[src/rtl/core/pyramid_polygonal_match_search_macros.svh]
`ifndef PYRAMID_POLYGONAL_MATCH_SEARCH_MACROS_SVH
`define PYRAMID_POLYGONAL_MATCH_SEARCH_MACROS_SVH

// Checks run on clock; they are held off while reset is high.
`define PPMS_ASSERT(lbl, prop, msg) \
   lbl: assert property (@(posedge clock) disable iff (reset) prop) else $error(msg);

// The condition in pre is followed in the next cycle by post.
`define PPMS_ASSERT_NEXT(lbl, pre, post, msg) \
   lbl: assert property (@(posedge clock) disable iff (reset) (pre) |=> (post)) else $error(msg);

`endif

[src/rtl/core/ppms_pkg.sv]
`timescale 1ns / 1ps

package ppms_pkg;

   localparam int VALUE_WIDTH_DEF = 64;
   localparam int SIDE_W          = 16;
   localparam int LIMIT_W         = 40;
   localparam int LAYER_W         = 32;
   localparam int INDEX_W         = 32;
   localparam int ROOT_STEPS      = 32;
   localparam int DIV_STEPS       = 33;
   localparam int CNT_W           = 6;
   localparam int CSR_AW          = 4;
   localparam int CSR_DW          = 64;

   localparam logic [SIDE_W-1:0]  SIDE_RESET  = 16'd3;
   localparam logic [SIDE_W-1:0]  MIN_SIDE    = 16'd3;
   localparam logic [LIMIT_W-1:0] LIMIT_RESET = 40'd100000000000;
   localparam logic [LAYER_W-1:0] LAYER_START = 32'd2;

   // register index is paddr bit 3 (8-byte spacing)
   localparam logic REG_SIDE_COUNT  = 1'b0;
   localparam logic REG_VALUE_LIMIT = 1'b1;

   typedef enum logic [3:0] {
      OP_HOLD,
      OP_RESTART,
      OP_CHECK,
      OP_DISC_SQ,
      OP_DISC_LO,
      OP_DISC_HI,
      OP_ROOT,
      OP_DIV_SET,
      OP_DIV,
      OP_STEP_SQ,
      OP_STEP_LIN,
      OP_STEP_LO,
      OP_STEP_HI,
      OP_ADVANCE
   } op_type;

   typedef enum logic [3:0] {
      ST_IDLE,
      ST_CHECK,
      ST_DISC_SQ,
      ST_DISC_LO,
      ST_DISC_HI,
      ST_ROOT,
      ST_DIV_SET,
      ST_DIV,
      ST_EMIT,
      ST_STEP_SQ,
      ST_STEP_LIN,
      ST_STEP_LO,
      ST_STEP_HI,
      ST_ADVANCE
   } state_type;

   typedef struct packed {
      op_type op;
      logic   emit;
   } ctl_type;

   typedef struct packed {
      logic over_limit;
      logic side_ok;
      logic perfect;
      logic finished;
   } sts_type;

   typedef struct packed {
      logic [SIDE_W-1:0]  side_count;
      logic [LIMIT_W-1:0] value_limit;
   } cfg_type;

   typedef struct packed {
      logic [LAYER_W-1:0] layer_index;
      logic [LIMIT_W-1:0] pyramid_sum;
      logic               is_polygonal;
      logic [INDEX_W-1:0] polygon_index;
      logic               finished;
   } result_type;

endpackage

[src/rtl/core/ppms_ctrl.sv]
`timescale 1ns / 1ps
`include "pyramid_polygonal_match_search_macros.svh"

module ppms_ctrl (
   input  logic              clock,
   input  logic              reset,
   input  logic              req_valid,
   input  logic              req_restart,
   input  logic              slot_free,
   input  ppms_pkg::sts_type sts,
   output logic              req_ready,
   output ppms_pkg::ctl_type ctl
);

   localparam int CW = ppms_pkg::CNT_W;
   localparam logic [CW-1:0] ROOT_LAST = CW'(ppms_pkg::ROOT_STEPS - 1);
   localparam logic [CW-1:0] DIV_LAST  = CW'(ppms_pkg::DIV_STEPS - 1);

   ppms_pkg::state_type state_ff, state_in;
   logic [CW-1:0]       cnt_ff, cnt_in;

   always_comb begin
      state_in = state_ff;
      unique case (state_ff)
         ppms_pkg::ST_IDLE: begin
            if (req_valid && !req_restart) begin
               state_in = ppms_pkg::ST_CHECK;
            end
         end
         ppms_pkg::ST_CHECK: begin
            if (sts.over_limit || !sts.side_ok) begin
               state_in = ppms_pkg::ST_EMIT;
            end else begin
               state_in = ppms_pkg::ST_DISC_SQ;
            end
         end
         ppms_pkg::ST_DISC_SQ: state_in = ppms_pkg::ST_DISC_LO;
         ppms_pkg::ST_DISC_LO: state_in = ppms_pkg::ST_DISC_HI;
         ppms_pkg::ST_DISC_HI: state_in = ppms_pkg::ST_ROOT;
         ppms_pkg::ST_ROOT: begin
            if (cnt_ff == ROOT_LAST) begin
               state_in = ppms_pkg::ST_DIV_SET;
            end
         end
         ppms_pkg::ST_DIV_SET: begin
            if (sts.perfect) begin
               state_in = ppms_pkg::ST_DIV;
            end else begin
               state_in = ppms_pkg::ST_EMIT;
            end
         end
         ppms_pkg::ST_DIV: begin
            if (cnt_ff == DIV_LAST) begin
               state_in = ppms_pkg::ST_EMIT;
            end
         end
         ppms_pkg::ST_EMIT: begin
            if (slot_free) begin
               state_in = sts.finished ? ppms_pkg::ST_IDLE : ppms_pkg::ST_STEP_SQ;
            end
         end
         ppms_pkg::ST_STEP_SQ:  state_in = ppms_pkg::ST_STEP_LIN;
         ppms_pkg::ST_STEP_LIN: state_in = ppms_pkg::ST_STEP_LO;
         ppms_pkg::ST_STEP_LO:  state_in = ppms_pkg::ST_STEP_HI;
         ppms_pkg::ST_STEP_HI:  state_in = ppms_pkg::ST_ADVANCE;
         ppms_pkg::ST_ADVANCE:  state_in = ppms_pkg::ST_IDLE;
         default:               state_in = ppms_pkg::ST_IDLE;
      endcase
   end

   always_comb begin
      if (state_ff == ppms_pkg::ST_ROOT || state_ff == ppms_pkg::ST_DIV) begin
         cnt_in = cnt_ff + CW'(1);
      end else begin
         cnt_in = '0;
      end
   end

   always_comb begin
      req_ready = 1'b0;
      ctl.op    = ppms_pkg::OP_HOLD;
      ctl.emit  = 1'b0;
      unique case (state_ff)
         ppms_pkg::ST_IDLE: begin
            req_ready = 1'b1;
            if (req_valid && req_restart) begin
               ctl.op = ppms_pkg::OP_RESTART;
            end
         end
         ppms_pkg::ST_CHECK:    ctl.op = ppms_pkg::OP_CHECK;
         ppms_pkg::ST_DISC_SQ:  ctl.op = ppms_pkg::OP_DISC_SQ;
         ppms_pkg::ST_DISC_LO:  ctl.op = ppms_pkg::OP_DISC_LO;
         ppms_pkg::ST_DISC_HI:  ctl.op = ppms_pkg::OP_DISC_HI;
         ppms_pkg::ST_ROOT:     ctl.op = ppms_pkg::OP_ROOT;
         ppms_pkg::ST_DIV_SET:  ctl.op = ppms_pkg::OP_DIV_SET;
         ppms_pkg::ST_DIV:      ctl.op = ppms_pkg::OP_DIV;
         ppms_pkg::ST_EMIT:     ctl.emit = slot_free;
         ppms_pkg::ST_STEP_SQ:  ctl.op = ppms_pkg::OP_STEP_SQ;
         ppms_pkg::ST_STEP_LIN: ctl.op = ppms_pkg::OP_STEP_LIN;
         ppms_pkg::ST_STEP_LO:  ctl.op = ppms_pkg::OP_STEP_LO;
         ppms_pkg::ST_STEP_HI:  ctl.op = ppms_pkg::OP_STEP_HI;
         ppms_pkg::ST_ADVANCE:  ctl.op = ppms_pkg::OP_ADVANCE;
         default:               ctl.op = ppms_pkg::OP_HOLD;
      endcase
   end

   always_ff @(posedge clock) begin
      if (reset) begin
         state_ff <= ppms_pkg::ST_IDLE;
         cnt_ff   <= '0;
      end else begin
         state_ff <= state_in;
         cnt_ff   <= cnt_in;
      end
   end

   `PPMS_ASSERT_NEXT(a_root_len, state_ff == ppms_pkg::ST_ROOT && cnt_ff == ROOT_LAST, state_ff == ppms_pkg::ST_DIV_SET, "root sweep did not end after its last step")
   `PPMS_ASSERT_NEXT(a_over_emit, state_ff == ppms_pkg::ST_CHECK && sts.over_limit, state_ff == ppms_pkg::ST_EMIT && sts.finished, "sum over limit not reported as finished")
   `PPMS_ASSERT_NEXT(a_no_div, state_ff == ppms_pkg::ST_DIV_SET && !sts.perfect, state_ff == ppms_pkg::ST_EMIT, "division started on a non-square discriminant")
   `PPMS_ASSERT(a_div_cnt, state_ff == ppms_pkg::ST_DIV |-> cnt_ff <= DIV_LAST, "division ran past its last step")

endmodule

[config.mk]
export PLATFORM = sky130hd
export DESIGN_NAME = ppms_ctrl
export DESIGN_NICKNAME = d
export VERILOG_FILES = /design/src/rtl/core/ppms_pkg.sv /design/src/rtl/core/ppms_ctrl.sv
export VERILOG_INCLUDE_DIRS = /design/src /design/src/rtl/core
export SDC_FILE = /design/constraint.sdc
export NUM_CORES = 1
export LEC_CHECK = 0
export ABC_CLOCK_PERIOD_IN_PS = 1900
export BUFFER_PORTS_ARGS = -buffer_cell sky130_fd_sc_hd__buf_2
export CORE_UTILIZATION = 30
export DETAILED_ROUTE_END_ITERATION = 10
export HOLD_SLACK_MARGIN = 0.08
export SYNTH_ARGS = -nofsm -noshare
export SYNTH_HDL_FRONTEND = slang
export SYNTH_SLANG_ARGS = --single-unit
[constraint.sdc]
create_clock -name clock -period 1.9 [get_ports clock]
set_input_delay 0.57 -clock clock [delete_from_list [all_inputs] [get_ports clock]]
set_output_delay 0.57 -clock clock [all_outputs]
set_load 0.005 [all_outputs]
==> results of run 1 <==
[layout by cell type, fill, tap and decap left out, types with 4 or more instances in the layout]
cell type / n
buf_2: 14
nor2_1: 9
inv_1: 7
nand2_1: 6
dfxtp_1: 6
xnor2_1: 4
o21ai_0: 4
nand3_1: 4
a21oi_1: 4
[per-stage QoR]
step | instances | cell area, um2
after floorplan | 93 | 802
after global placement | 135 | 876
after detailed placement | 135 | 876
after CTS | 139 | 915
after global routing | 139 | 930
final | 139 | 930
[layer usage]
layer	up-vias	track usage [%]
li1	373	-
met5	-	0
met2	19	23.3
met4	0	6.58
met3	5	1.98
met1	344	17.9
[cell families (layout without fill, tap and decap cells)]
group	count (synthesis)	after routing	share of synthesized area, %
and+or+nand+nor	38	38	27.0
AOI/OAI and AO/OA	25	25	27.9
buffers and inverters	12	28	10.3
DFF	10	10	25.0
xor gates and xnor gates	5	5	5.46
adders and majority gates	2	2	3.12
muxes	1	1	1.25
[where the power goes]
| group | internal [uW] | switching (uW) |
|---|---|---|
| sequential | 247 | 68.9 |
| clock | 116 | 77.0 |
| combinational | 244 | 271 |
[flip-flops by register name, summed over array words and instances, names as in the netlist]
register	flops
state_ff	4
cnt_ff	6
[worst reg2reg max path, cell delays in order, from the launching register on]
cell,delay (ps)
dfxtp_1,390
ha_1,220
nand3_2,120
o311ai_4,260
nand4_2,210
a221oi_1,330
[layout make-up]
| type | instances | area [um2] | area share (%) |
|---|---|---|---|
| clock buffers | 4 | 36.3 | 3.90 |
| well taps | 30 | 37.5 | 4.04 |
| inverters | 7 | 26.3 | 2.83 |
| repair buffers | 17 | 100 | 10.8 |
| multi-input cells | 71 | 519 | 55.9 |
| flip-flops and latches | 10 | 210 | 22.6 |
[what timing repair did]
action,4_1_cts,5_1_grt
gates resized for setup,2,6
setup endpoints to repair,5,6
hold endpoints to repair,0,0
buffers inserted,0,0
[how the worst max path moves through the flow]
stage / depth (start not counted) / to / from / slack [ps]
after floorplan: 4 / state_ff[2]$_SDFFE_PP0P_ / req_valid / 380
after global placement: 5 / state_ff[3]$_SDFFE_PP0P_ / req_restart / 150
after detailed placement: 5 / state_ff[3]$_SDFFE_PP0P_ / req_restart / 110
after CTS: 4 / ctl[3] / state_ff[0]$_SDFFE_PP0P_ / 3
after global routing: 3 / ctl[0] / state_ff[0]$_SDFFE_PP0P_ / 10
final: 3 / ctl[0] / state_ff[0]$_SDFFE_PP0P_ / 50
==> results.py, run 1 <==
metrics = {
    "worst_setup_path": {
        "arrival_ps": 1280,
        "path_cells": "or2_2 -> nor3_1 -> buf_2",
        "worst-path-buf-inv": 1,
        "path_max_fanout": 5,
        "critPathCaptureType": "output pin",
        "critPathLaunchType": "register",
        "crit_family": "simple AND/OR/NAND/NOR gates",
        "reg2reg_to": "state_ff[3]$_SDFFE_PP0P_",
        "r2r-start": "cnt_ff[0]$_SDFF_PP0_",
        "crit_path_max_incr_delay_ps": 350,
        "ff2ff_setup_slack_ps": 260,
        "worstSetupPathType": "reg2out",
        "required_ps": 1330,
        "slowest_stage": "dfxtp_2",
        "r2r_cells": 5,
    },
    "power": {
        "leakage_uw": 0.000360,
        "peakVddDrop_mv": 0.553,
        "powerDensity_mw_per_mm2": 1100,
        "report.power.total_uw": 1020,
    },
    "floorplan": {
        "die_w_um": 53.7,
        "core-area_mm2": 0.00250,
        "die-area_mm2": 0.00288,
        "rows": 18,
        "die_h_um": 53.7,
        "pin_count": 15,
        "start_util_pct": 32.1,
    },
    "placed_design": {
        "dpl_worst_slack_ps": 106,
        "placement.io_buffers": 14,
        "routabilityCongestion": 0.822,
        "dpl.hpwl_mm": 1.36,
    },
    "run": {
        "drv_cap": 0,
    },
    "grt": {
        "grt_usage_pct": 14.1,
        "gr-total-overflow": 0,
        "grt_pass1_wl_mm": 2.97,
        "grt_max_degree": 18,
        "grt_pass1_vias": 691,
        "antenna_found_initial": 0,
    },
    "yosys": {
        "synth-edff-count": 0,
        "synthTopCellsByCount": "dfxtp_1 (10), nor2_1 (9), inv_1 (7)",
        "ys_async_sr_fraction_pct": 0,
        "synth_most_common_cell": "dfxtp_1",
        "syn_avg_cell_area_um2": 8.62,
        "post-synth-top-area-cell": "dfxtp_1",
        "seq_area_frac_synth_pct": 25.0,
        "yosysWarningCount": 0,
        "synth_ff_type": "dfxtp_1",
        "syn_nets": 104,
        "ys_ff_latch": 10,
        "yosysUniqueCellTypes": 37,
        "synth.top_cell.area_share_pct": 25.0,
        "syn-cell-area_um2": 802,
        "synthTopCellsByArea": "dfxtp_1 (25%), buf_6 (7.0%), xnor2_1 (4.4%)",
        "syn_inst": 93,
    },
    "drt": {
        "route.met3.wl_um": 102,
        "num_vias": 741,
        "wl_met2_um": 819,
        "top_layer_used": "met4",
        "drc": 0,
        "wl_per_cell_um": 12.8,
        "met1_length_um": 826,
        "drtPass1Iterations": 4,
        "routed_wirelength_mm": 1.78,
        "viasPerCell": 5.33,
        "drtIter0Drc": 7,
        "ant_nets": 0,
    },
    "timing": {
        "holdWs_ps": 488,
        "fin_crit_sh_pct": 97.5,
        "worst_slew_pin_slew_ps": 308,
        "period_minus_slack_ps": 1850,
        "fmax_ghz": 0.540,
        "max_slew_margin_pct": 79.3,
        "fin_worst_skew_ps": 1.35,
        "setup_violations": 0,
        "slew_viol_final": 0,
        "final_hold_viol_count": 0,
        "tns_ps": 0,
        "setup_ws_ps": 48.4,
        "grt_setup_unrepaired": "no",
    },
    "layout": {
        "fillers": 252,
        "drive_gt1_share_pct": 33.9,
        "post-route-util_pct": 37.2,
        "diodes": 0,
        "area_growth_pct": 15.9,
        "nets": 121,
    },
    "clock_tree": {
        "path_clk_slew_ps": 70,
        "clkLatencyLatePin_ps": 270,
        "h-tree-depth": 1,
        "cts_buffer_depth": 2,
        "cts-root-buf": "clkbuf_4",
        "numCtsBuffers": 3,
        "hold_buffers": 0,
        "clock_sinks": 10,
        "cts_tree": "yes",
    },
    "hold_path": {
        "min_path_cells": 1,
        "hold_path.class": "reg2reg",
        "worstHoldStart": "cnt_ff[0]$_SDFF_PP0_",
        "whs_endpoint": "cnt_ff[0]$_SDFF_PP0_",
    },
    "run_status": {
        "outcome": "complete, no violations",
    },
}
Note: power is estimated with default switching activity, not from simulation.
==> run 2: changes to the inputs <==
ABC_AREA = 1   (was not set)
==> results.py, run 2 <==
metrics = {
    "run_status": {
        "outcome": "complete, no violations",
    },
    "grt": {
        "grt_pass1_wl_mm": 3.15,
        "grt_pass1_vias": 802,
        "grt_max_degree": 9,
        "gr-total-overflow": 0,
        "antenna_found_initial": 0,
        "grt_usage_pct": 15.4,
    },
    "layout": {
        "instances_no_fill": 190,
        "final_area_mm2": 0.00104,
        "drive_gt1_share_pct": 32.5,
        "largestRegisters": "cnt_ff: 6 flops, state_ff: 4 flops",
        "largest_reg_flops": 6,
        "layout_common_cells": "nand2_1 (36), inv_1 (18), nor2_1 (16), buf_2 (14), buf_4 (10)",
        "nets": 172,
        "diodes": 0,
        "regMostFlops": "cnt_ff",
        "final_common_cell": "nand2_1",
        "area_growth_pct": 34.4,
    },
    "drt": {
        "wl_per_cell_um": 10.6,
        "num_vias": 895,
        "routed_wirelength_mm": 2.02,
        "drtIter0Drc": 14,
        "drtPass1Iterations": 4,
        "viasPerCell": 4.71,
        "drc": 0,
        "ant_nets": 0,
    },
    "timing": {
        "tns_ps": 0,
        "grt_setup_unrepaired": "yes",
        "worst_slew_pin_slew_ps": 221,
        "final_hold_viol_count": 0,
        "setup_violations": 0,
        "period_minus_slack_ps": 1860,
        "setup_ws_ps": 42.0,
        "fin_crit_sh_pct": 97.8,
        "max_slew_margin_pct": 85.1,
        "fin_worst_skew_ps": 1.25,
        "slew_viol_final": 0,
        "fmax_ghz": 0.538,
        "holdWs_ps": 486,
    },
    "placed_design": {
        "routabilityCongestion": 0.944,
        "placed_area_um2": 891,
        "dp.cells": 177,
        "placement.io_buffers": 14,
        "dpl.hpwl_mm": 1.45,
        "dpl_worst_slack_ps": 155,
    },
    "worst_setup_path": {
        "worstSetupPathType": "reg2out",
        "critPathMostFrequentCell": "nand2_1",
        "path_max_fanout": 7,
        "critPathCaptureType": "output pin",
        "slowest_stage": "dfxtp_4",
        "worst-path-buf-inv": 2,
        "crit_family": "flip-flops",
        "critPathLaunchType": "register",
        "path_cells": "inv_4 -> nor2_8 -> nand2_1 -> nand2_1 -> a31oi_1 -> nand4_1 -> buf_2",
        "arrival_ps": 1290,
        "required_ps": 1330,
        "crit_path_max_incr_delay_ps": 380,
    },
    "yosys": {
        "ys_ff_latch": 10,
        "synth.top_cell.area_share_pct": 25.8,
        "syn_nets": 143,
        "syn-cell-area_um2": 776,
        "seq_area_frac_synth_pct": 25.8,
        "post-synth-top-area-cell": "dfxtp_1",
        "synthTopCellsByArea": "dfxtp_1 (26%), nand2_1 (19%), inv_1 (9.2%)",
        "syn_avg_cell_area_um2": 5.88,
        "yosysUniqueCellTypes": 18,
        "syn_inst": 132,
        "synth_ff_type": "dfxtp_1",
        "synth-edff-count": 0,
        "yosysWarningCount": 0,
        "synth_most_common_cell": "nand2_1",
        "ys_async_sr_fraction_pct": 0,
        "synthTopCellsByCount": "nand2_1 (39), inv_1 (19), nor2_1 (18)",
    },
    "power": {
        "swShare_pct": 40.9,
        "peakVddDrop_mv": 0.663,
        "combinationalPowerShare_pct": 45.0,
        "leakage_uw": 0.000541,
        "powerDensity_mw_per_mm2": 819,
        "p_sw_uw": 349,
        "power_frac_seq_pct": 32.7,
        "p_int_uw": 505,
        "clkPwrFrac_pct": 22.3,
    },
    "clock_tree": {
        "h-tree-depth": 1,
        "path_clk_slew_ps": 60,
        "clkLatencyLatePin_ps": 270,
        "clock_sinks": 10,
        "cts_buffer_depth": 2,
        "hold_buffers": 0,
        "cts_tree": "yes",
        "numCtsBuffers": 3,
        "cts-root-buf": "clkbuf_4",
    },
    "hold_path": {
        "hold_path.class": "reg2reg",
    },
    "floorplan": {
        "start_util_pct": 31.6,
        "pin_count": 15,
        "die-area_mm2": 0.00279,
        "rows": 18,
        "die_h_um": 52.9,
        "core-area_mm2": 0.00245,
        "die_w_um": 52.9,
    },
    "run": {
        "drv_cap": 0,
    },
}
run 2: cell count changes in the layout (fill, tap and decap cells not counted), moves of 4 or more:
cell	delta
nand2_2	+8
buf_4	+9
a21oi_1	+4
inv_1	+11
nor2_1	+7
nor2_4	+5
xnor2_1	-4
nand3_1	+5
nand2_1	+30
run 2: power groups by stage:
stage	clock, uW	sequential, uW	combinational [uW]
floorplan	0	255	240
global placement	0	263	336
detailed placement	0	262	333
CTS	197	263	338
global route	206	280	438
finish	190	279	384
run 2: worst paths after layout:
check | startpoint | to | slack [ps] | cells after the start
max | state_ff[2]$_SDFFE_PP0P_ | ctl[1] | 40 | 7
min | cnt_ff[0]$_SDFF_PP0_ | cnt_ff[0]$_SDFF_PP0_ | 490 | 1
max reg2reg | state_ff[2]$_SDFFE_PP0P_ | state_ff[3]$_SDFFE_PP0P_ | 450 | 9
min reg2reg | cnt_ff[0]$_SDFF_PP0_ | cnt_ff[0]$_SDFF_PP0_ | 490 | 1
run 2: final cells by class:
type	count	area, um2
clock buffers	4	36.3
fillers	269	1410
inverters	23	91.3
multi-input cells	99	517
flip-flops and latches	10	215
well taps	30	37.5
repair buffers	24	145
run 2: cell families after synthesis:
group	count (synthesis)	synth area share [%]
simple gates	82	50.0
flops	10	25.8
buf+inv	23	11.1
fa+ha+maj	2	3.23
compound gates	15	9.84
run 2: worst register-to-register path, stage by stage (launching register included):
cell and delay (ps):
dfxtp_4 400, buf_4 140, nor2_4 30, buf_4 140, buf_4 130, nand3_1 120
nand2_2 100, nor2_4 120, nand2_1 70, a21oi_1 120
run 2: layer usage:
| metal | global-route usage (%) | up-vias | wire length [um] |
|---|---|---|---|
| met4 | 7.46 | 0 | 21 |
| met5 | 0 | - | 0 |
| met2 | 26.8 | 20 | 1030 |
| met1 | 18.1 | 400 | 862 |
| li1 | - | 471 | - |
| met3 | 2.59 | 4 | 102 |
run 2: per-stage QoR:
stage	util (%)	total power, uW
2_1_floorplan	-	495
3_3_place_gp	36.3	599
3_5_place_dp	36.3	595
4_1_cts	38.3	798
5_1_grt	42.5	923
6_report	42.5	854
run 2: repair_timing:
| action | CTS | global route |
|---|---|---|
| setup endpoints to repair | 2 | 3 |
| gates resized for setup | 8 | 11 |
| hold endpoints to repair | 0 | 0 |
| setup buffers | 0 | 9 |
| pin swaps | 0 | 4 |
